`src/design/jsd_queue.sv`:
```
// ----------------------------------------------------------------------------
// jsd_queue: two-entry command queue
// Carries closed job sets from the loader to the scheduler.
// ----------------------------------------------------------------------------
module jsd_queue #(
    parameter int WIDTH = 8
) (
    input  logic             aclk,
    input  logic             aresetn,
    input  logic             push,
    input  logic [WIDTH-1:0] din,
    output logic             full,
    input  logic             pop,
    output logic [WIDTH-1:0] dout,
    output logic             valid
);

    logic [WIDTH-1:0] mem_reg [2];
    logic             wptr_reg, wptr_next;
    logic             rptr_reg, rptr_next;
    logic [1:0]       cnt_reg, cnt_next;
    logic             do_push, do_pop;

    assign full    = (cnt_reg == 2'd2);
    assign valid   = (cnt_reg != 2'd0);
    assign dout    = mem_reg[rptr_reg];
    assign do_push = push && !full;
    assign do_pop  = pop && valid;

    always_comb begin
        wptr_next = do_push ? ~wptr_reg : wptr_reg;
        rptr_next = do_pop ? ~rptr_reg : rptr_reg;
        cnt_next  = cnt_reg + {1'b0, do_push} - {1'b0, do_pop};
    end

    always_ff @(posedge aclk) begin
        if (!aresetn) begin
            wptr_reg <= 1'b0;
            rptr_reg <= 1'b0;
            cnt_reg  <= 2'd0;
        end else begin
            wptr_reg <= wptr_next;
            rptr_reg <= rptr_next;
            cnt_reg  <= cnt_next;
        end
    end

    always_ff @(posedge aclk) begin
        if (do_push) begin
            mem_reg[wptr_reg] <= din;
        end
    end

endmodule

```
`config.mk`:
```
export PLATFORM = sky130hd
export DESIGN_NAME = jsd_queue
export DESIGN_NICKNAME = d
export VERILOG_FILES = /design/src/design/jsd_queue.sv
export SDC_FILE = /design/constraint.sdc
export NUM_CORES = 1
export LEC_CHECK = 0
export BUFFER_PORTS_ARGS = -buffer_cell sky130_fd_sc_hd__buf_2
export CORE_MARGIN = 4
export CORE_UTILIZATION = 52
export DETAILED_ROUTE_END_ITERATION = 16
export GPL_ROUTABILITY_DRIVEN = 0
export GPL_TIMING_DRIVEN = 0
export HOLD_SLACK_MARGIN = 0.12
export PLACE_DENSITY = 0.9
export SLEW_MARGIN = 25
export SYNTH_ARGS = -nofsm -noshare
export SYNTH_HDL_FRONTEND = slang
export SYNTH_SLANG_ARGS = --single-unit
```
`constraint.sdc`:
```
create_clock -name aclk -period 2.9 [get_ports aclk]
set_input_delay 0.29 -clock aclk [delete_from_list [all_inputs] [get_ports aclk]]
set_output_delay 0.29 -clock aclk [all_outputs]
set_load 0.05 [all_outputs]
```
Word-level counts from Yosys, hierarchy flattened. Memories as Yosys holds them, arrays and structs flattened. A register that Yosys moved wholly into a read port is not among the register bits. Cells that the tools add are included.

Bits in writable memories: 16. Memories kept: 1. Bits in registers: 4. Output and inout port bits: 10.

Eq/ne operators: 1. Reductions and logical operators: 4. Bitwise logic cells: 2. Mux-type cells: 4. $add $sub $neg: 2.

Memories: mem_reg (depth 2, width 8, read ports 1, clocked after Yosys merged registers in 1, write ports 1, RTL line 18) `logic [WIDTH-1:0] mem_reg [2];`.

Operators with widths (number): 1-bit two-way mux (4); 2-bit by 1-bit adder with 2-bit output (1); 2-bit == test (second input constant) (1); 1-bit logical AND (2); 1-bit inverter (2); 2-bit nonzero test (1); 2-bit by 1-bit subtractor with 2-bit output (1); 1-bit logical NOT (1).

Depth between registers and ports, before layout.
Word-level depth: 5. Depth in mapped cells: 8.

Worst setup path after synthesis. No wires, ideal clock.

Path type: register to register. From: reg cnt_reg[0]. To: reg cnt_reg[1]. Arrival time: 1.354 ns. Cell stages (with the launch flop): 9. Library setup time: 0.115 ns. Buffers on the path: 0. Slack: 1.431 ns. Cell sequence: dfxtp_1 -> nand2b_1 -> nand2_1 -> ha_1 -> inv_1 -> ha_1 -> xor2_1 -> xnor2_1 -> nor2_1.

Word-level cells in the longest chain between the ends: 5. Elaborated cells on any way between the ends: 7. Those cells by class: add/sub: 2; eq/ne: 1; reduce/logical: 4.

RTL lines: start: declaration (RTL line 21) `logic [1:0] cnt_reg, cnt_next;`; start signal: assignment (RTL line 44) `cnt_reg <= cnt_next;`; 2-bit == test (RTL line 24) `assign full = (cnt_reg == 2'd2);`; 1-bit logical NOT (RTL line 27) `assign do_push = push && !full;`; 1-bit logical AND (RTL line 27); 2-bit by 1-bit adder with 2-bit output (RTL line 33) `cnt_next = cnt_reg + {1'b0, do_push} - {1'b0, do_pop};`; 2-bit by 1-bit subtractor with 2-bit output (*) (RTL line 33).

Every way passes the cells marked *; elsewhere a longest branch is shown, timed or not. A chain may end at the register's enable or synchronous reset.

==> flow_metrics.tcl <==
set metrics [dict create \
    outcome "complete, no violations" \
    path_delay_family "buffers and inverters" \
    fillers 106 \
    grt_max_degree 13 \
    power_density_nw_per_um2 968 \
    core-area_um2 1380 \
    setup_viol 0 \
    cts_hold_buf 0 \
    ctsResizeCount 0 \
    io_pins 22 \
    intPower_uw 559 \
    cts_made_buffers 3 \
    cp_cell_sequence "buf_2 -> mux2_2 -> buf_2" \
    hold_path.class "input pin to flip-flop" \
    wl_per_cell_um 13.7 \
    drtIter0Drc 4 \
    r2r_cells 8 \
    crit_required_ns 2.61 \
    holdPathStages 1 \
    seq_area_frac_synth_pct 71.6 \
    synth.distinct_cells 16 \
    max-vdd-ir-drop_v 0.000719 \
    cts_setup_buffers 0 \
    synth_seq_cells 21 \
    insertedDiodeCount 0 \
    clockBufferDepth 2 \
    r2r-start "cnt_reg[0]$_SDFF_PN0_" \
    grt.total_usage_pct 12.2 \
    power_frac_clock_pct 14.3 \
    cts_htree_levels 1 \
    finalMaxSlewViolations 0 \
    worstSetupPathType "flip-flop to primary output" \
    drv_cap 0 \
    dp_hpwl_um 933 \
    clock_skew_ns 0.00375 \
    clock_latency_ns 0.29 \
    cp.arrival_ns 1.38 \
    critPathMaxFanout 8 \
    r2r_slack_ns 1.27 \
    place_inst 87 \
    fin_crit_sh_pct 57.7 \
    dr.pass1.iters 4 \
    pre_cts_ws_ns 1.30 \
    r2r-end "cnt_reg[1]$_SDFF_PN0_" \
    hp-start "din[6]" \
    num_vias 468 \
    start_kind "flip-flop" \
    drive_gt1_share_pct 47.4 \
    layout.cells.non_filler 91 \
    antenna_found_initial 0 \
    final_core_util_pct 69.6 \
    worst_pin_slew_ns 0.650 \
    overflow 0 \
    rsz0062_at_grt "false" \
    synthToLayoutAreaGrowth_pct 18.7 \
    crit_top_cell "buf_2" \
    clk_pin_slew_ns 0.11 \
    final_cell_area_um2 962 \
    io_buffers 21 \
    end_kind "primary output" \
    syn_inst 51 \
    dpl_cell_area_um2 935 \
    final.setup.tns_ns 0 \
    cts_tree "built" \
    die_y_um 47.5 \
    finalHoldViolCount 0 \
    pwr-share-seq_pct 43.5 \
    synth_nets 65 \
    drt-total-wl_um 1250 \
    cts_root_buf "clkbuf_4" \
    post-route-min-period_ns 1.67 \
    syn_area_um2 811 \
    nets 91 \
    rows 13 \
    whs_endpoint "mem_reg[1][6]$_DFFE_PP_" \
    grt_pass1_wl_um 1750 \
    path_buf_inv 2 \
    numClockSinks 21 \
    max_freq_mhz 597 \
    slowest_delay_ns 0.36 \
    power.leakage_uw 0.000415 \
    grt_pass1_vias 432 \
    swShare_pct 40.0 \
    design.die.area_um2 2250 \
    die_x_um 47.5 \
    net-switching-power_uw 373 \
    start_util_pct 58.6 \
    crit_slowest_cell "mux2_2" \
    slew_headroom_pct 56.5 \
    syn_area_per_cell_um2 15.9 \
    post-route-drc-count 0 \
    viasPerCell 5.14 \
    worst_slack_ns 1.23 \
    synthesis.yosys.warnings 0 \
    drtAntennaViolNets 0 \
    largest_register_ff_count 16 \
    comb_power_share_pct 42.2 \
]
[power by group through the flow]
stage	logic [uW]	registers, uW	clock network [uW]
after CTS	400	407	139
after detailed placement	395	414	0
after floorplan	323	406	0
final	393	405	134
after global placement	388	409	0
after global routing	422	411	152
[cell usage after synthesis (all sizes together)]
cell    number  share of area (%)
and2         1               0.77
and3         1               0.77
buf          1               0.62
dfxtp        5                 12
edfxtp      16                 59
ha           2                3.1
inv          3                1.4
mux2         8                 11
mux2i        1                1.2
nand2        2               0.93
nand2b       2                1.5
nor2         4                1.9
o21a         1                1.1
or2          1               0.77
xnor2        2                2.2
xor2         1                1.1
[area by class of cell]
| type | count | area, um^2 | share of cell area (%) |
|---|---|---|---|
| Sequential cell | 21 | 581 | 60.3 |
| Multi-Input combinational cell | 26 | 214 | 22.2 |
| Timing Repair Buffer | 21 | 105 | 10.9 |
| Clock buffer | 3 | 22.5 | 2.34 |
| Tap cell | 15 | 18.8 | 1.95 |
| Inverter | 3 | 11.3 | 1.17 |
| Clock inverter | 1 | 5.00 | 0.520 |
| Buffer | 1 | 5.00 | 0.520 |
[per-layer routing]
| metal | wire [um] | share of wire, % | track usage [%] | vias up |
|---|---|---|---|---|
| met3 | 111 | 8.9 | 3.76 | 2 |
| met4 | 12 | 0.96 | 8.29 | 0 |
| met1 | 487 | 39 | 12.8 | 217 |
| li1 | - | - | - | 230 |
| met2 | 635 | 51 | 20.6 | 19 |
| met5 | 0 | 0 | 0 | - |
[worst max-delay path by stage]
stage	to	slack [ns]	depth (start not counted)
global placement	cnt_reg[1]$_SDFF_PN0_	1.36	8
floorplan	cnt_reg[1]$_SDFF_PN0_	1.43	8
finish	dout[4]	1.23	3
detailed placement	cnt_reg[1]$_SDFF_PN0_	1.30	8
global route	cnt_reg[1]$_SDFF_PN0_	1.14	8
CTS	dout[4]	1.20	3
[layout by cell type, fill, tap and decap left out, drive strengths merged, types with 2 or more instances in the layout]
master | synthesis | routed
xnor2 | 2 | 2
inv | 3 | 3
edfxtp | 16 | 16
clkbuf | 0 | 3
buf | 1 | 22
nor2 | 4 | 4
nand2 | 2 | 2
nand2b | 2 | 2
dfxtp | 5 | 5
ha | 2 | 2
mux2 | 8 | 8
[cells by family after synthesis]
logic type               count (synthesis)  share of synthesized area, %
flip-flops                              21                          71.6
AND/OR/NAND/NOR                         11                          6.64
multiplexers                             9                          12.3
buffers and inverters                    4                          2.01
XOR/XNOR                                 3                          3.24
adder cells (fa/ha/maj)                  2                          3.09
AO/OA/AOI/OAI                            1                          1.08
[per-stage QoR]
stage	hold slack, ns	power, uW
2_1_floorplan	0.389	728
3_3_place_gp	0.467	797
3_5_place_dp	0.482	810
4_1_cts	0.168	946
5_1_grt	0.153	984
6_report	0.176	932
Power figures use the tool's default switching activity.
