$ cat src/design/jsd_pkg.sv
// ----------------------------------------------------------------------------
// jsd_pkg: shared types and constants of the deadline scheduler
// Field widths, the default job store depth and the scheduler state type.
// ----------------------------------------------------------------------------
package jsd_pkg;

    localparam int MAX_JOBS_DEF = 256;

    localparam int DL_W    = 16;
    localparam int PR_W    = 16;
    localparam int DONE_W  = 9;
    localparam int TOTAL_W = 24;

    // Input word: deadline, then profit.
    localparam int S_DATA_W = 32;
    // Output word: jobs_done, total_profit, set_overflow, zero padded.
    localparam int M_DATA_W = 40;

    typedef enum logic [2:0] {
        ST_IDLE,
        ST_CLEAR,
        ST_SCAN_RD,
        ST_SCAN_CHK,
        ST_MARK,
        ST_SLOT_RD,
        ST_SLOT_CHK,
        ST_RESULT
    } sched_state_t;

    typedef struct packed {
        logic set_done;
        logic busy;
    } sched_status_t;

endpackage

$ cat src/design/jsd_front.sv
// ----------------------------------------------------------------------------
// jsd_front: job loader
// Writes incoming jobs into the job store, counts them, flags overflow and
// hands each closed set to the scheduler through the command queue.
// ----------------------------------------------------------------------------
module jsd_front #(
    parameter int MAX_JOBS = jsd_pkg::MAX_JOBS_DEF
) (
    input  logic                                   aclk,
    input  logic                                   aresetn,
    input  logic                                   s_axis_tvalid,
    output logic                                   s_axis_tready,
    input  logic [jsd_pkg::S_DATA_W-1:0]           s_axis_tdata,
    input  logic                                   s_axis_tlast,
    output logic                                   st_we,
    output logic [$clog2(MAX_JOBS)-1:0]            st_waddr,
    output logic [jsd_pkg::DL_W+jsd_pkg::PR_W-1:0] st_wdata,
    output logic                                   q_push,
    output logic [$clog2(MAX_JOBS+1):0]            q_din,
    input  logic                                   q_full,
    input  jsd_pkg::sched_status_t                 status
);

    localparam int IW = $clog2(MAX_JOBS);
    localparam int CW = $clog2(MAX_JOBS + 1);

    logic [CW-1:0] cnt_reg, cnt_next;
    logic          ovf_reg, ovf_next;
    logic          pend_reg, pend_next;
    logic          accept, room;

    // The store is shared with the scheduler, so a new set waits for the last.
    assign s_axis_tready = !pend_reg && !q_full;
    assign accept        = s_axis_tvalid && s_axis_tready;
    assign room          = (cnt_reg < CW'(MAX_JOBS));

    assign st_we    = accept && room;
    assign st_waddr = cnt_reg[IW-1:0];
    assign st_wdata = s_axis_tdata[jsd_pkg::DL_W+jsd_pkg::PR_W-1:0];

    always_comb begin
        cnt_next  = cnt_reg;
        ovf_next  = ovf_reg;
        pend_next = pend_reg;
        if (status.set_done) begin
            pend_next = 1'b0;
        end
        if (accept) begin
            if (room) begin
                cnt_next = cnt_reg + CW'(1);
            end else begin
                ovf_next = 1'b1;
            end
        end
        q_push = accept && s_axis_tlast;
        q_din  = {ovf_next, cnt_next};
        if (q_push) begin
            cnt_next  = '0;
            ovf_next  = 1'b0;
            pend_next = 1'b1;
        end
    end

    always_ff @(posedge aclk) begin
        if (!aresetn) begin
            cnt_reg  <= '0;
            ovf_reg  <= 1'b0;
            pend_reg <= 1'b0;
        end else begin
            cnt_reg  <= cnt_next;
            ovf_reg  <= ovf_next;
            pend_reg <= pend_next;
        end
    end

endmodule

$ cat config.mk
export PLATFORM = sky130hd
export DESIGN_NAME = jsd_front
export DESIGN_NICKNAME = d
export VERILOG_FILES = /design/src/design/jsd_pkg.sv /design/src/design/jsd_front.sv
export SDC_FILE = /design/constraint.sdc
export NUM_CORES = 1
export LEC_CHECK = 0
export BUFFER_PORTS_ARGS = -buffer_cell sky130_fd_sc_hd__buf_2
export CAP_MARGIN = 30
export CORE_MARGIN = 4
export CORE_UTILIZATION = 36
export CTS_BUF_LIST = sky130_fd_sc_hd__clkbuf_4
export DETAILED_ROUTE_END_ITERATION = 8
export PLACE_DENSITY = 0.83
export SLEW_MARGIN = 20
export SYNTH_ARGS = -nofsm -noshare
export SYNTH_HDL_FRONTEND = slang
export SYNTH_SLANG_ARGS = --single-unit
$ cat constraint.sdc
create_clock -name aclk -period 3.3 [get_ports aclk]
set_input_delay 0.825 -clock aclk [delete_from_list [all_inputs] [get_ports aclk]]
set_output_delay 0.825 -clock aclk [all_outputs]
set_load 0.01 [all_outputs]
* After elaboration in Yosys (flattened, before gate mapping)
Index checks and enable logic that the tools add are counted.
** Operators by class
- Bitwise logic cells :: 1
- Div/mod/pow operators :: 0
- $add $sub $neg :: 1
- Equal/unequal tests :: 0
- $mul :: 0
- Muxes and demuxes :: 6
- Magnitude comparators :: 1
- Shift-type cells :: 0
- Reduce and logical (&&, ||, !) cells :: 8
** Operators by type and width (number)
- $mux 9 :: 2
- $add 9x1->9 const B :: 1
- $lt 9x9->1 const B :: 1
- $logic_and 1x1->1 :: 4
- $mux 1 :: 4
- $logic_not 1->1 :: 2
- $reduce_bool 2->1 :: 1
- $reduce_or 2->1 :: 1
- $not 1->1 :: 1
** Storage, ports and cells
- Logic and storage cells :: 20
- Memories kept :: 0
- Bits in latches :: 0
- Register bits after elaboration :: 11
- Bits in read-only memories :: 0
- Bits in writable memories :: 0

* Longest topological paths before layout
- Word-level depth :: 5
- Depth in mapped cells :: 4

* Least setup slack after synthesis
OpenSTA, ideal clock, no wires.
- Kind :: input-to-output
- Start :: in q_full
- End :: out q_din[7]
- Path slack :: 0.400 ns
- Arrival :: 2.075 ns
- Data required time :: 2.475 ns
- Stages :: 4
- Cells stage by stage :: or4b_4 -> buf_6 -> or4_4 -> nand2_1
** On the way
- Longest elaborated chain between the ends :: 4
** Ends and longest elaborated chain
- from (decl) :: RTL line jsd_front.sv:20 : input logic q_full,
- $logic_not 1->1 :: RTL line jsd_front.sv:33 : assign s_axis_tready = !pend_reg && !q_full;
- $logic_and 1x1->1 :: RTL line jsd_front.sv:33
- $logic_and 1x1->1 :: RTL line jsd_front.sv:34 : assign accept = s_axis_tvalid && s_axis_tready;
- $mux 9 :: RTL line jsd_front.sv:48 : if (accept) begin
- to (decl) :: RTL line jsd_front.sv:19 : output logic [$clog2(MAX_JOBS+1):0] q_din,
No other way between the ends.

* Worst setup path in the final report
- Start :: in q_full
- End :: out q_din[5]
Same word-level chain as after synthesis.

==> impl_metrics.toml <==
[cts]
cts.clk_slew.worst_paths_ns = 0.08
clockBufferDepth = 2
cts_tree = "built"
htreeDepth = 1
clock-sinks = 11
cts-root-buf = "clkbuf_4"
cts_setup_buffers = 0
cts_buffers = 3
cts_hold_buf = 0
cts_resized = 0
clk_latency_ns = 0.28

[run]
drv_cap = 0

[logic_synthesis]
synth_cell_types = 31
synth-simple-area-share = 0.214
syn_area_um2 = 863
ys_top_cells_by_area = "buf_4 (35%), dfxtp_1 (26%), nand2_1 (3.0%)"
synth_compound_area_frac = 0.0928
synth_seq_cells = 11
synthMuxAreaShare = 0.0246
synth_cells = 104
synthAdderAreaFrac = 0.0145
synth_seq_area_share = 0.255
synth-xor-area-share = 0.0203
synth_top_area_frac = 0.348
synth_largest_area_cell = "buf_4"
avgSynthCellArea_um2 = 8.30
yosys_warnings = 0
synth_top_family_by_area = "buffers and inverters"
synth_nets = 144

[hold_path]
worstHoldPathType = "flip-flop to flip-flop"
hold_depth = 2

[global_route]
grt_pass1_vias = 588
grt_max_degree = 13
grt_pass1_wl_mm = 2.48
gr-total-overflow = 0
antenna_found_initial = 0
grtUsageTotal = 0.0945

[place]
dpl.hpwl_mm = 1.21
gp_congestion = 0.776
place_inst = 117
port_buffers = 26
dp_slack_ns = 0.224

[route]
drc = 0
via_per_inst = 5.00
num_vias = 605
routed_wl_mm = 1.56
first_iter_violations = 8
drtPass1Iterations = 4
wl_per_cell_um = 12.9
ant_nets = 0

[worst_setup_path]
critPathMaxStageDelay_ns = 0.59
worstPathMaxFanout = 12
cp.arrival_ns = 2.25
endpoint_kind = "output port"
worstRegToRegCells = 3
crit_chain = "buf_2 -> or4b_4 -> or4_1 -> nand2_1 -> buf_2"
path_common_cell = "buf_2"
critPathTopFamily = "simple AND/OR/NAND/NOR gates"
required_ns = 2.47
setup.worst_path.start_class = "input port"
path_depth = 5
slowest_stage = "or4b_4"
path_class = "input port to output port"
path_buf_inv = 2

[power_and_ir_drop]
irDropWorstVdd_mv = 0.130
leakage_nw = 0.406
finalPower_uw = 261
power_density_nw_per_um2 = 350

[floorplan]
dieArea_um2 = 3250
io_pins = 92
die_y_um = 57.0
core-area_um2 = 2250
die_width_um = 57.0
start_util = 0.383
rows = 17

[sta]
slew-limit-headroom = 0.752
max_freq_mhz = 325
drv_slew = 0
min_period_over_period = 0.933
finalCriticalPeriod_ns = 3.08
grt_setup_unrepaired = "false"
worstMarginPinSlew_ns = 0.369
tns_ns = 0
setup_viol = 0
hold_viol = 0
worst_slack_ns = 0.223
clock_skew_ns = 0.000897

[cells_and_area]
instances_no_fill = 121
drive_above_1_share = 0.376
syn_to_final_growth_pct = -13.8
fin_nets = 134
largest_register_ffs = 9
n_antenna_cell = 0

[run_status]
status = "complete, no violations"
==> placed cells by master (no fill, tap or decap), drive strengths merged, types with 2 or more instances in the layout <==
cell type  count
a21oi          5
and3           2
buf           26
clkbuf         3
dfxtp         11
inv            4
nand2          7
nand3          5
nor2b          4
o21ai          3
o31ai          2
or3            2
or4            2
==> metrics by stage <==
stage                     hold slack (ns)  utilization  cell area (µm²)
after floorplan                     0.494            -              863
after global placement              0.518        0.318              717
after detailed placement            0.529        0.318              717
after CTS                           0.540        0.330              744
after global routing                0.586        0.330              744
final                               0.537        0.330              744
==> synthesized netlist by cell type <==
cell,instances
nand2_1,7
nor2_1,1
mux2i_1,1
o21ai_0,3
mux2_2,1
a21boi_0,1
nand4_1,1
nor2b_1,4
dfxtp_1,11
buf_4,40
or4_4,1
a41o_1,1
o31ai_1,2
or2b_1,1
ha_1,1
xor2_1,1
buf_6,1
a21oi_1,5
or3_2,1
inv_1,4
nor3_1,1
or4_1,1
or4b_4,1
and3_1,2
nand3_1,5
nand3b_1,1
or3_1,1
xnor2_1,1
a21o_1,1
nor3b_1,1
or4bb_2,1
==> tightest hold or removal path, stage by stage (launching register included) <==
cell and delay (ns):
dfxtp_1 0.36, nand3_1 0.08, mux2i_1 0.06
==> logic make-up after synthesis <==
| group | count (synthesis) |
|---|---|
| buf+inv | 45 |
| simple gates | 30 |
| compound gates | 13 |
| flops | 11 |
| xor+xnor | 2 |
| mux | 2 |
| fa+ha+maj | 1 |
==> final cells by class <==
| cell class | count | area, µm² |
|---|---|---|
| inverter | 4 | 15.0 |
| fill | 264 | 1510 |
| clock inverter | 1 | 5.00 |
| sequential | 11 | 220 |
| multi-input combinational | 48 | 317 |
| tap | 28 | 35.0 |
| clock buffer | 3 | 22.5 |
| timing repair buffer | 26 | 130 |
==> final timing paths <==
path / start / end / slack [ns]
worst min-delay path: cnt_reg[6]$_SDFF_PP0_ / cnt_reg[6]$_SDFF_PP0_ / 0.54
worst max register to register: pend_reg$_SDFFE_PN0P_ / cnt_reg[5]$_SDFF_PP0_ / 1.61
worst max-delay path: q_full / q_din[5] / 0.22
worst min register to register: cnt_reg[6]$_SDFF_PP0_ / cnt_reg[6]$_SDFF_PP0_ / 0.54
==> power breakdown <==
group | internal (mW) | total, mW | switching [mW]
Combinational | 0.0120 | 0.0265 | 0.0145
Sequential | 0.134 | 0.137 | 0.00220
Clock | 0.0450 | 0.0977 | 0.0527
==> routing by layer <==
metal  share of wire  global-route usage  vias to the layer above  routed length, µm
met4           0.034              0.0728                        0                 53
met2            0.44               0.142                       37                684
li1                -                   -                      291                  -
met5               0                   0                        -                  0
met3           0.099              0.0362                        9                154
met1            0.43               0.107                      268                669
No activity file was read; power rests on OpenSTA's default activity.
