===== config.mk =====
export PLATFORM = sky130hd
export DESIGN_NAME = jsd_ram
export DESIGN_NICKNAME = d
export VERILOG_FILES = /design/src/design/jsd_ram.sv
export SDC_FILE = /design/constraint.sdc
export NUM_CORES = 1
export LEC_CHECK = 0
export ABC_AREA = 1
export BUFFER_PORTS_ARGS = -buffer_cell sky130_fd_sc_hd__buf_2
export CAP_MARGIN = 20
export CORE_UTILIZATION = 40
export DETAILED_ROUTE_END_ITERATION = 7
export GPL_TIMING_DRIVEN = 0
export PLACE_DENSITY = 0.59
export SKIP_CTS_REPAIR_TIMING = 1
export SYNTH_ARGS = -nofsm -noshare
export SYNTH_HDL_FRONTEND = slang
export SYNTH_SLANG_ARGS = --single-unit

===== constraint.sdc =====
create_clock -name aclk -period 1.8 [get_ports aclk]
set_input_delay 0.45 -clock aclk [delete_from_list [all_inputs] [get_ports aclk]]
set_output_delay 0.45 -clock aclk [all_outputs]
set_load 0.05 [all_outputs]

===== src/design/jsd_ram.sv =====
// ----------------------------------------------------------------------------
// jsd_ram: generic simple dual-port RAM
// One write port, one read port with registered read data.
// ----------------------------------------------------------------------------
module jsd_ram #(
    parameter int WIDTH = 8,
    parameter int DEPTH = 16
) (
    input  logic                     aclk,
    input  logic                     we,
    input  logic [$clog2(DEPTH)-1:0] waddr,
    input  logic [WIDTH-1:0]         wdata,
    input  logic [$clog2(DEPTH)-1:0] raddr,
    output logic [WIDTH-1:0]         rdata
);

    logic [WIDTH-1:0] mem [DEPTH];
    logic [WIDTH-1:0] rdata_reg;

    always_ff @(posedge aclk) begin
        if (we) begin
            mem[waddr] <= wdata;
        end
        rdata_reg <= mem[raddr];
    end

    assign rdata = rdata_reg;

endmodule


## Word level (Yosys, flattened, before mapping)

Memories as Yosys holds them, arrays and structs flattened. A register that Yosys moved wholly into a read port is not among the register bits.
Index checks and enable logic that the tools add are counted.

| word-level totals | value |
|---|---|
| word-level logic and storage cells | 3 |
| bits in writable memories | 128 |
| output and inout port bits | 8 |
| ROM bits | 0 |
| register bits after elaboration | 0 |
| memories kept | 1 |
| latch bits | 0 |

| operators by class | value |
|---|---|
| multiply operators | 0 |
| shift-type cells | 0 |
| order comparisons | 0 |
| reductions and logical operators | 0 |
| bitwise gates (word level) | 0 |
| add/subtract/negate cells | 0 |
| div/mod/pow operators | 0 |
| multiplexer cells | 2 |
| eq/ne operators | 0 |

Memory list:

| memory | depth | bits a word | read ports | clocked after Yosys merged registers in | wr ports | line | text |
|---|---|---|---|---|---|---|---|
| mem | 16 | 8 | 1 | 1 | 1 | 17 | `logic [WIDTH-1:0] mem [DEPTH];` |

Operators with widths:

| operator | count |
|---|---|
| 2-to-1 mux 1 bit | 2 |

## Depth between registers and ports, before layout

Gate-level depths: netlist of run 1.

| depth | value |
|---|---|
| depth after elaboration | 2 |
| mapped depth | 8 |

## Worst setup path before layout of run 1

Ideal clock, no wire load.

| timing | value |
|---|---|
| kind | input -> register |
| from | in waddr[2] |
| to | mem mem[10][0] (enable) |
| cell stages on the path | 2 |
| buffers on the path | 0 |
| setup time | 0.370 ns |
| data arrival time | 1.031 ns |
| slack | 0.399 ns |
| cell sequence | nand3b_1 nor2_1 |

RTL lines:

| item | line | text |
|---|---|---|
| from (decl) | 11 | `input logic [$clog2(DEPTH)-1:0] waddr,` |
| to (decl) | 17 |  |

No word-level cell before the write port.

## Final worst setup path of run 1

| timing | value |
|---|---|
| from | in waddr[3] |
| to | mem mem[7][6] (enable) |

No word-level cell before the write port.

==> out/qor.yml, run 1 <==
final_layout:
  areaGrowthSynthToFinish_pct: 15.5
  layout.cells.non_filler: 784
  post_route_cells_drive_above_1_share_pct: 12.7
  fin_nets: 610
  diodes: 0
  largest_register_ffs: 128
grt:
  grt_pass1_wl_mm: 21.8
  grt_max_degree: 17
  antenna_found_initial: 0
  overflow: 0
  track_usage_pct: 20.6
  grt_pass1_vias: 3821
power:
  cellLeakagePower_nw: 2.89
  p_sw_mw: 1.72
  p_int_mw: 5.69
  power.share.switching_pct: 23.2
  seqPwrFrac_pct: 48.0
  p_comb_share_pct: 7.2
  total_power_mw: 7.41
  p_per_area_nw_per_um2: 1110
  clkPwrFrac_pct: 44.8
  ir_worst_vdd_mv: 0.579
sta:
  tightestPinTransition_ps: 918
  slew_violations: 0
  rsz0062_at_grt: "false"
  fmax_mhz: 653
  hold_violations: 0
  setup_ws_ps: 270
  whs_ps: 443
  skew_ps: 5.76
  setup_viol: 0
  fin_crit_sh_pct: 85.0
  slew_headroom_pct: 38.5
  min_period_ps: 1530
placement:
  routabilityCongestion: 0.822
  post-place-ws_ps: -142
  portBuffers: 22
  dp.cells: 753
  hpwl_mm: 8.99
clocking:
  cts_buffers: 17
  h-tree-depth: 4
  clkTransAtPathRegs_ps: 60
  cts.sinks: 136
  cts_tree: "done"
  cts.root.buffer_cell: "clkbuf_16"
  clk_path_buf_depth: 2
  clock_latency_ps: 410
logic_synthesis:
  synth_top_family_by_area: "simple AND/OR/NAND/NOR gates"
  syn_area_per_cell_um2: 10.5
  seq_area_frac_synth_pct: 69.4
  synthAdderAreaFrac_pct: 0
  synth_mux_area_share_pct: 0
  yosys.area_share.simple_pct: 21.0
  synth_xor_xnor_area_share_pct: 0
  yosysUniqueCellTypes: 12
  syn_inst: 551
  ys_ff_latch: 136
  syn-cell-area_um2: 5770
  synth_compound_area_share_pct: 0
  synth.net_count: 569
  ys.warnings.count: 0
worst_hold_path:
  hp-class: "input port to register"
drt:
  via_count: 3879
  wl_mm: 14.0
  viasPerCell: 4.95
  drcViolationCount: 1
  wl_per_cell_um: 17.8
  drtAntennaViolNets: 0
  drtPass1Iterations: 7
  drt_iter0_markers: 295
die:
  die-height_um: 122
  start_util_pct: 41.2
  die_w_um: 122
  num_rows: 43
  core_area_um2: 14000
  dieArea_um2: 14900
  ios: 26
setup_path:
  critical_path_class: "input port to register"
  worst-path-max-fanout: 8
  critPathRequiredTime_ps: 1830
  worstPathArrival_ps: 1560
  cp-end-kind: "register"
  startpoint_type: "input port"
run:
  max-cap-violations: 0
status:
  status: "finished with violations"
  violations: "design-rule violations"
[worst max-delay path, stage by stage]
cell,delay [ps]
buf_2,120
nand3b_1,250
nor2_1,740
[cells in the mapped netlist]
cell | instances | area, um2
buf_2 | 13 | 65.1
nand3_1 | 97 | 485
buf_1 | 1 | 3.75
buf_4 | 4 | 30.0
buf_6 | 6 | 67.6
nand3b_1 | 2 | 15.0
dfxtp_1 | 8 | 160
inv_1 | 100 | 375
edfxtp_1 | 128 | 3840
inv_2 | 2 | 7.51
nand2_1 | 173 | 649
nor2_1 | 17 | 63.8
[power by group through the flow]
| stage | sequential (mW) | clock (mW) | combinational, mW |
|---|---|---|---|
| after floorplan | 3.70 | 0 | 0.250 |
| after global placement | 3.62 | 0 | 0.519 |
| after detailed placement | 3.62 | 0 | 0.523 |
| after CTS | 3.56 | 3.32 | 0.528 |
| after global routing | 3.56 | 3.46 | 0.579 |
| final | 3.56 | 3.32 | 0.530 |
[per-layer routing]
metal | GRT usage (%) | share of wire [%]
met2 | 31.6 | 47
met1 | 27.7 | 45
met5 | 0 | 0
met4 | 9.68 | 2.3
met3 | 4.63 | 5.8
[area by class of cell]
type	instances	area, um2
fill	1291	7330
multi-input combinational	289	1210
buffer	24	166
clock buffer	17	425
timing repair buffer	22	110
sequential	136	4000
clock inverter	14	135
tap	180	225
inverter	102	383
[stage by stage]
step	util (%)	setup TNS (ps)	area, um2
2_1_floorplan	-	0	5770
3_3_place_gp	43.6	-5270	6100
3_5_place_dp	43.6	-7280	6100
4_1_cts	47.6	0	6660
5_1_grt	47.6	0	6660
6_report	47.6	0	6660
[kinds of logic after synthesis]
group / after synthesis
buffers and inverters: 126
DFF: 136
and+or+nand+nor: 289
[placed cells by master (no fill, tap or decap)]
| cell type | Yosys | layout |
|---|---|---|
| nand2_1 | 173 | 173 |
| edfxtp_1 | 128 | 128 |
| inv_1 | 100 | 100 |
| nand3_1 | 97 | 97 |
| buf_2 | 13 | 35 |
| nor2_1 | 17 | 17 |
| clkbuf_16 | 0 | 17 |
| dfxtp_1 | 8 | 8 |
| buf_6 | 6 | 6 |
| clkinv_2 | 0 | 6 |
| buf_4 | 4 | 4 |
| clkinv_4 | 0 | 3 |
| inv_2 | 2 | 2 |
| nand3b_1 | 2 | 2 |
| bufinv_16 | 0 | 2 |
| clkinvlp_4 | 0 | 2 |
| buf_1 | 1 | 1 |
| clkinv_1 | 0 | 1 |
[worst paths after layout]
check / startpoint / end / slack, ps / cells past startpoint
worst max-delay path: waddr[3] / mem[7][6] / 270 / 3
worst min-delay path: wdata[2] / mem[0][2] / 440 / 1
worst max register to register: mem[0][5] / rdata[5] / 750 / 6
worst min register to register: mem[14][1] / rdata[1] / 700 / 6
Note: power is estimated with default switching activity, not from simulation.
==> run 2, diff against run 1 <==
- RECOVER_POWER: unset -> 50
==> run 2 against run 1 <==
The flow still finishes with violations (design-rule violations). Total power about the same. Setup slack improved by 17 ps. Maximum frequency increased by 1.1%. Critical path type unchanged. Critical endpoint unchanged. Largest cell class unchanged.
==> out/qor.yml, run 2 (synthesized netlist as in run 1, its figures left out) <==
placement:
  routabilityCongestion: 0.822
  hpwl_mm: 8.99
  dp.cells: 753
  portBuffers: 22
final_layout:
  layout_common_cells: "nand2_1 (173), edfxtp_1 (128), inv_1 (101), nand3_1 (97), buf_2 (25)"
  fin_nets: 610
  largest_register_ffs: 128
  diodes: 0
  layout.cells.non_filler: 784
  utilization_pct: 47.5
  areaGrowthSynthToFinish_pct: 15.3
  post_route_cells_drive_above_1_share_pct: 10.9
  final_common_cell: "nand2_1"
  n_fill_cell: 1295
sta:
  hold_violations: 0
  rsz0062_at_grt: "false"
  min_period_ps: 1510
  fin_crit_sh_pct: 84.1
  skew_ps: 5.69
  fmax_mhz: 661
  setup_viol: 0
  slew_violations: 0
  tightestPinTransition_ps: 967
  slew_headroom_pct: 35.5
  finalSetupTns_ps: 0
grt:
  grt_pass1_vias: 3821
  grt_max_degree: 17
  track_usage_pct: 20.6
  grt_pass1_wl_mm: 21.8
  overflow: 0
  antenna_found_initial: 0
drt:
  via_count: 3878
  drt_iter0_markers: 326
  wl_per_cell_um: 17.8
  drcViolationCount: 1
  drtAntennaViolNets: 0
  viasPerCell: 4.95
  drtPass1Iterations: 8
  wl_mm: 14.0
die:
  die-height_um: 122
  ios: 26
  dieArea_um2: 14900
  num_rows: 43
  start_util_pct: 41.2
  die_w_um: 122
  core_area_um2: 14000
clocking:
  cts.sinks: 136
  clkTransAtPathRegs_ps: 60
  clk_path_buf_depth: 2
  cts.root.buffer_cell: "clkbuf_16"
  h-tree-depth: 4
  clock_latency_ps: 420
  cts_tree: "done"
  cts_buffers: 17
worst_hold_path:
  hp-class: "input port to register"
setup_path:
  cp-end-kind: "register"
  startpoint_type: "input port"
  critical_path_class: "input port to register"
  critPathRequiredTime_ps: 1840
  worstPathArrival_ps: 1550
  worst-path-max-fanout: 8
power:
  total_power_mw: 7.41
  ir_worst_vdd_mv: 0.584
  p_per_area_nw_per_um2: 1110
  cellLeakagePower_nw: 2.86
status:
  violations: "design-rule violations"
  status: "finished with violations"
run:
  max-cap-violations: 0
==> run 2: changes by cell type in the layout (fill, tap and decap cells not counted) <==
cell / change
buf_2: -10
clkbuf_1: +10
inv_1: +1
inv_2: -1
==> run 2: final cells by class <==
class / instances / area (um2) / area share [%]
multi-input cells: 289 / 1210 / 18.3
well taps: 180 / 225 / 3.39
clock inverters: 14 / 135 / 2.03
clock buffers: 17 / 425 / 6.40
inverters: 102 / 383 / 5.76
plain buffers: 24 / 165 / 2.48
repair buffers: 22 / 98.8 / 1.49
flip-flops and latches: 136 / 4000 / 60.2
==> run 2: worst max-delay path, stage by stage <==
cell	delay, ps
buf_2	120
nand3b_1	250
nor2_1	730
==> run 2: layer usage <==
layer	up-vias	share of wire [%]	global-route usage, %	wire length (um)
li1	1853	-	-	-
met1	1813	43	27.7	6050
met2	176	46	31.6	6390
met3	36	8.0	4.63	1120
met4	0	3.0	9.68	425
met5	-	0	0	0
==> run 2: final timing paths <==
path / startpoint / end / slack [ps] / depth (start not counted)
max: waddr[3] / mem[7][6] / 290 / 3
min: raddr[2] / rdata[0] / 470 / 4
max reg2reg: mem[0][5] / rdata[5] / 750 / 6
min reg2reg: mem[14][1] / rdata[1] / 700 / 6
==> run 2: power breakdown <==
part / internal [mW] / switching [mW] / total [mW]
Clock: 2.01 / 1.31 / 3.32
Sequential: 3.54 / 0.0170 / 3.56
Combinational: 0.133 / 0.394 / 0.527
==> run 2: metrics by stage <==
step	instance area [um2]	hold slack [ps]	setup slack, ps
detailed placement	6100	676	-142
global placement	6100	685	-119
CTS	6660	440	291
floorplan	5770	549	399
global route	6650	470	138
finish	6650	467	286
==> run 3, diff against run 2 <==
- ABC_AREA: 1 -> 0
- clock period: 1.8 -> 1.58 ns (I/O delays scaled with it)
==> run 3 against run 2 <==
The run ends with negative setup slack left. Hold slack better by 30 ps. Global-route usage is 4.0 points lower. Core utilization is 0.66 points higher. Synthesized area is 11% lower. Clock power is 12% higher. Clock skew is 5.9 ps higher. Critical endpoint is now mem[2][5].
==> out/qor.yml, run 3 <==
status:
  status: "finished with violations"
  violations: "negative setup slack"
final_layout:
  largest_register_ffs: 128
  n_fill_cell: 1042
  layout_common_cells: "edfxtp_1 (128), buf_2 (19), mux4_2 (18), clkbuf_16 (17), a22oi_1 (16)"
  diodes: 0
  fin_nets: 291
  utilization_pct: 48.2
  design_area_um2: 6060
  post_route_cells_drive_above_1_share_pct: 28.3
  areaGrowthSynthToFinish_pct: 17.7
  final_common_cell: "edfxtp_1"
setup_path:
  slowest_stage: "nor2_1"
  startpoint_type: "input port"
  crit_chain: "buf_2, or3b_2, nor2_1"
  critical_path_class: "input port to register"
  critPathRequiredTime_ps: 1610
  cp-end-kind: "register"
  worstPathArrival_ps: 1700
  worst-path-max-fanout: 8
  cp.buffers_inverters: 1
  crit_family: "simple AND/OR/NAND/NOR gates"
  slowest_delay_ps: 650
logic_synthesis:
  ys.warnings.count: 0
  seq_area_frac_synth_pct: 77.8
  syn_area_per_cell_um2: 22.5
  ys_ff_latch: 136
  async_flop_share_pct: 0
  syn_inst: 229
  ys.flop_type: "edfxtp_1"
  synth_most_common_cell: "edfxtp_1"
  synth_top_cell_by_area: "edfxtp_1"
  syn-cell-area_um2: 5150
  yosysUniqueCellTypes: 19
  synth-edff-count: 128
  synthTopCellsByArea: "edfxtp_1 (75%), mux4_2 (7.9%), mux4_1 (7.1%)"
  synthTopCellsByCount: "edfxtp_1 (128), mux4_2 (18), a22oi_1 (16)"
  synth.net_count: 247
  synth_top_area_share_pct: 74.7
drt:
  wl_mm: 9.84
  drcViolationCount: 0
  via_count: 2374
  viasPerCell: 5.18
  drtPass1Iterations: 5
  drt_iter0_markers: 125
  wl_per_cell_um: 21.5
  drtAntennaViolNets: 0
die:
  num_rows: 41
  ios: 26
  dieArea_um2: 13300
  die_w_um: 115
  start_util_pct: 41.0
  core_area_um2: 12600
  die-height_um: 115
sta:
  fin_crit_sh_pct: 106
  min_period_ps: 1670
  slew_headroom_pct: 45.4
  tightestPinTransition_ps: 816
  setup_ws_ps: -94.2
  skew_ps: 11.5
  fmax_mhz: 597
  slew_violations: 0
  hold_violations: 0
  setup_viol: 32
  rsz0062_at_grt: "true"
clocking:
  clk_path_buf_depth: 2
  h-tree-depth: 4
  cts.sinks: 136
  clkTransAtPathRegs_ps: 60
  cts.root.buffer_cell: "clkbuf_16"
  cts_tree: "done"
  cts_buffers: 17
  clock_latency_ps: 410
placement:
  hpwl_mm: 6.18
  portBuffers: 24
  place_area_um2: 5510
  routabilityCongestion: 0.681
grt:
  overflow: 0
  grt_max_degree: 17
  antenna_found_initial: 0
  grt_pass1_wl_mm: 15.0
  track_usage_pct: 16.6
  grt_pass1_vias: 2444
power:
  cellLeakagePower_nw: 1.98
  ir_worst_vdd_mv: 0.637
  p_per_area_nw_per_um2: 1360
run:
  max-cap-violations: 0
worst_hold_path:
  hp-class: "input port to register"
[run 3: cell count changes in the layout (fill, tap and decap cells not counted), sizes merged, moves of 2 or more]
cell,change
clkinv,-7
buf,-12
nand3,-96
clkinvlp,+5
nand2b,+2
clkdlybuf4s25,+3
nor3,+4
a22oi,+16
nand2,-164
nor2,-4
inv,-99
mux4,+32
[run 3: metal layers]
layer  vias up  wire [um]  global-route usage (%)
met3        11        399                    3.66
met5         -          0                       0
met2        67       4620                    24.5
met1      1233       4650                    23.9
li1       1063          -                       -
met4         0        170                    7.01
[run 3: kinds of logic (layout without fill, tap and decap cells)]
| logic type | Yosys count | in the layout | share of synthesized area [%] |
|---|---|---|---|
| flip-flops | 136 | 136 | 77.8 |
| AND/OR/NAND/NOR | 35 | 35 | 3.18 |
| AO/OA/AOI/OAI | 16 | 16 | 2.33 |
| multiplexers | 32 | 32 | 15.0 |
| buffers and inverters | 10 | 67 | 1.68 |
[run 3: worst paths after layout]
path	start	endpoint	slack, ps	cells past startpoint
worst min-delay path	waddr[1]	mem[4][5]	500	2
worst min register to register	mem[11][3]	rdata[3]	680	3
worst max-delay path	waddr[2]	mem[2][5]	-90	3
worst max register to register	mem[6][0]	rdata[0]	80	3
[run 3: worst reg2reg max path, delay by kind of cell (launching register included)]
family          cells  cell delay [ps]
simple gates        1               90
compound gates      1              360
flops               1              370
mux                 1              550
[run 3: stage by stage]
stage | setup TNS (ps) | power [mW] | std cells | setup slack, ps | hold WS, ps
2_1_floorplan | -2460 | 4.42 | 229 | -81.1 | 494
3_3_place_gp | -39890 | 4.59 | 425 | -507 | 657
3_5_place_dp | -38630 | 4.60 | 426 | -518 | 670
4_1_cts | -2210 | 8.26 | 458 | -101 | 385
5_1_grt | -4040 | 8.46 | 458 | -160 | 531
6_report | -2070 | 8.22 | 458 | -94.2 | 497
[run 3: final cells by class]
class / count / area, um2 / area share, %
buffer: 10 / 86.3 / 1.43
clock buffer: 18 / 439 / 7.25
clock inverter: 14 / 124 / 2.04
multi-input combinational: 83 / 1070 / 17.7
sequential: 136 / 4000 / 66.1
tap: 172 / 215 / 3.55
timing repair buffer: 25 / 118 / 1.94
[run 3: power breakdown]
group | leakage (nW) | switching (mW) | internal [mW] | total (mW)
Sequential | 1.22 | 0.0177 | 4.04 | 4.05
Combinational | 0.502 | 0.308 | 0.158 | 0.466
Clock | 0.257 | 1.50 | 2.21 | 3.71
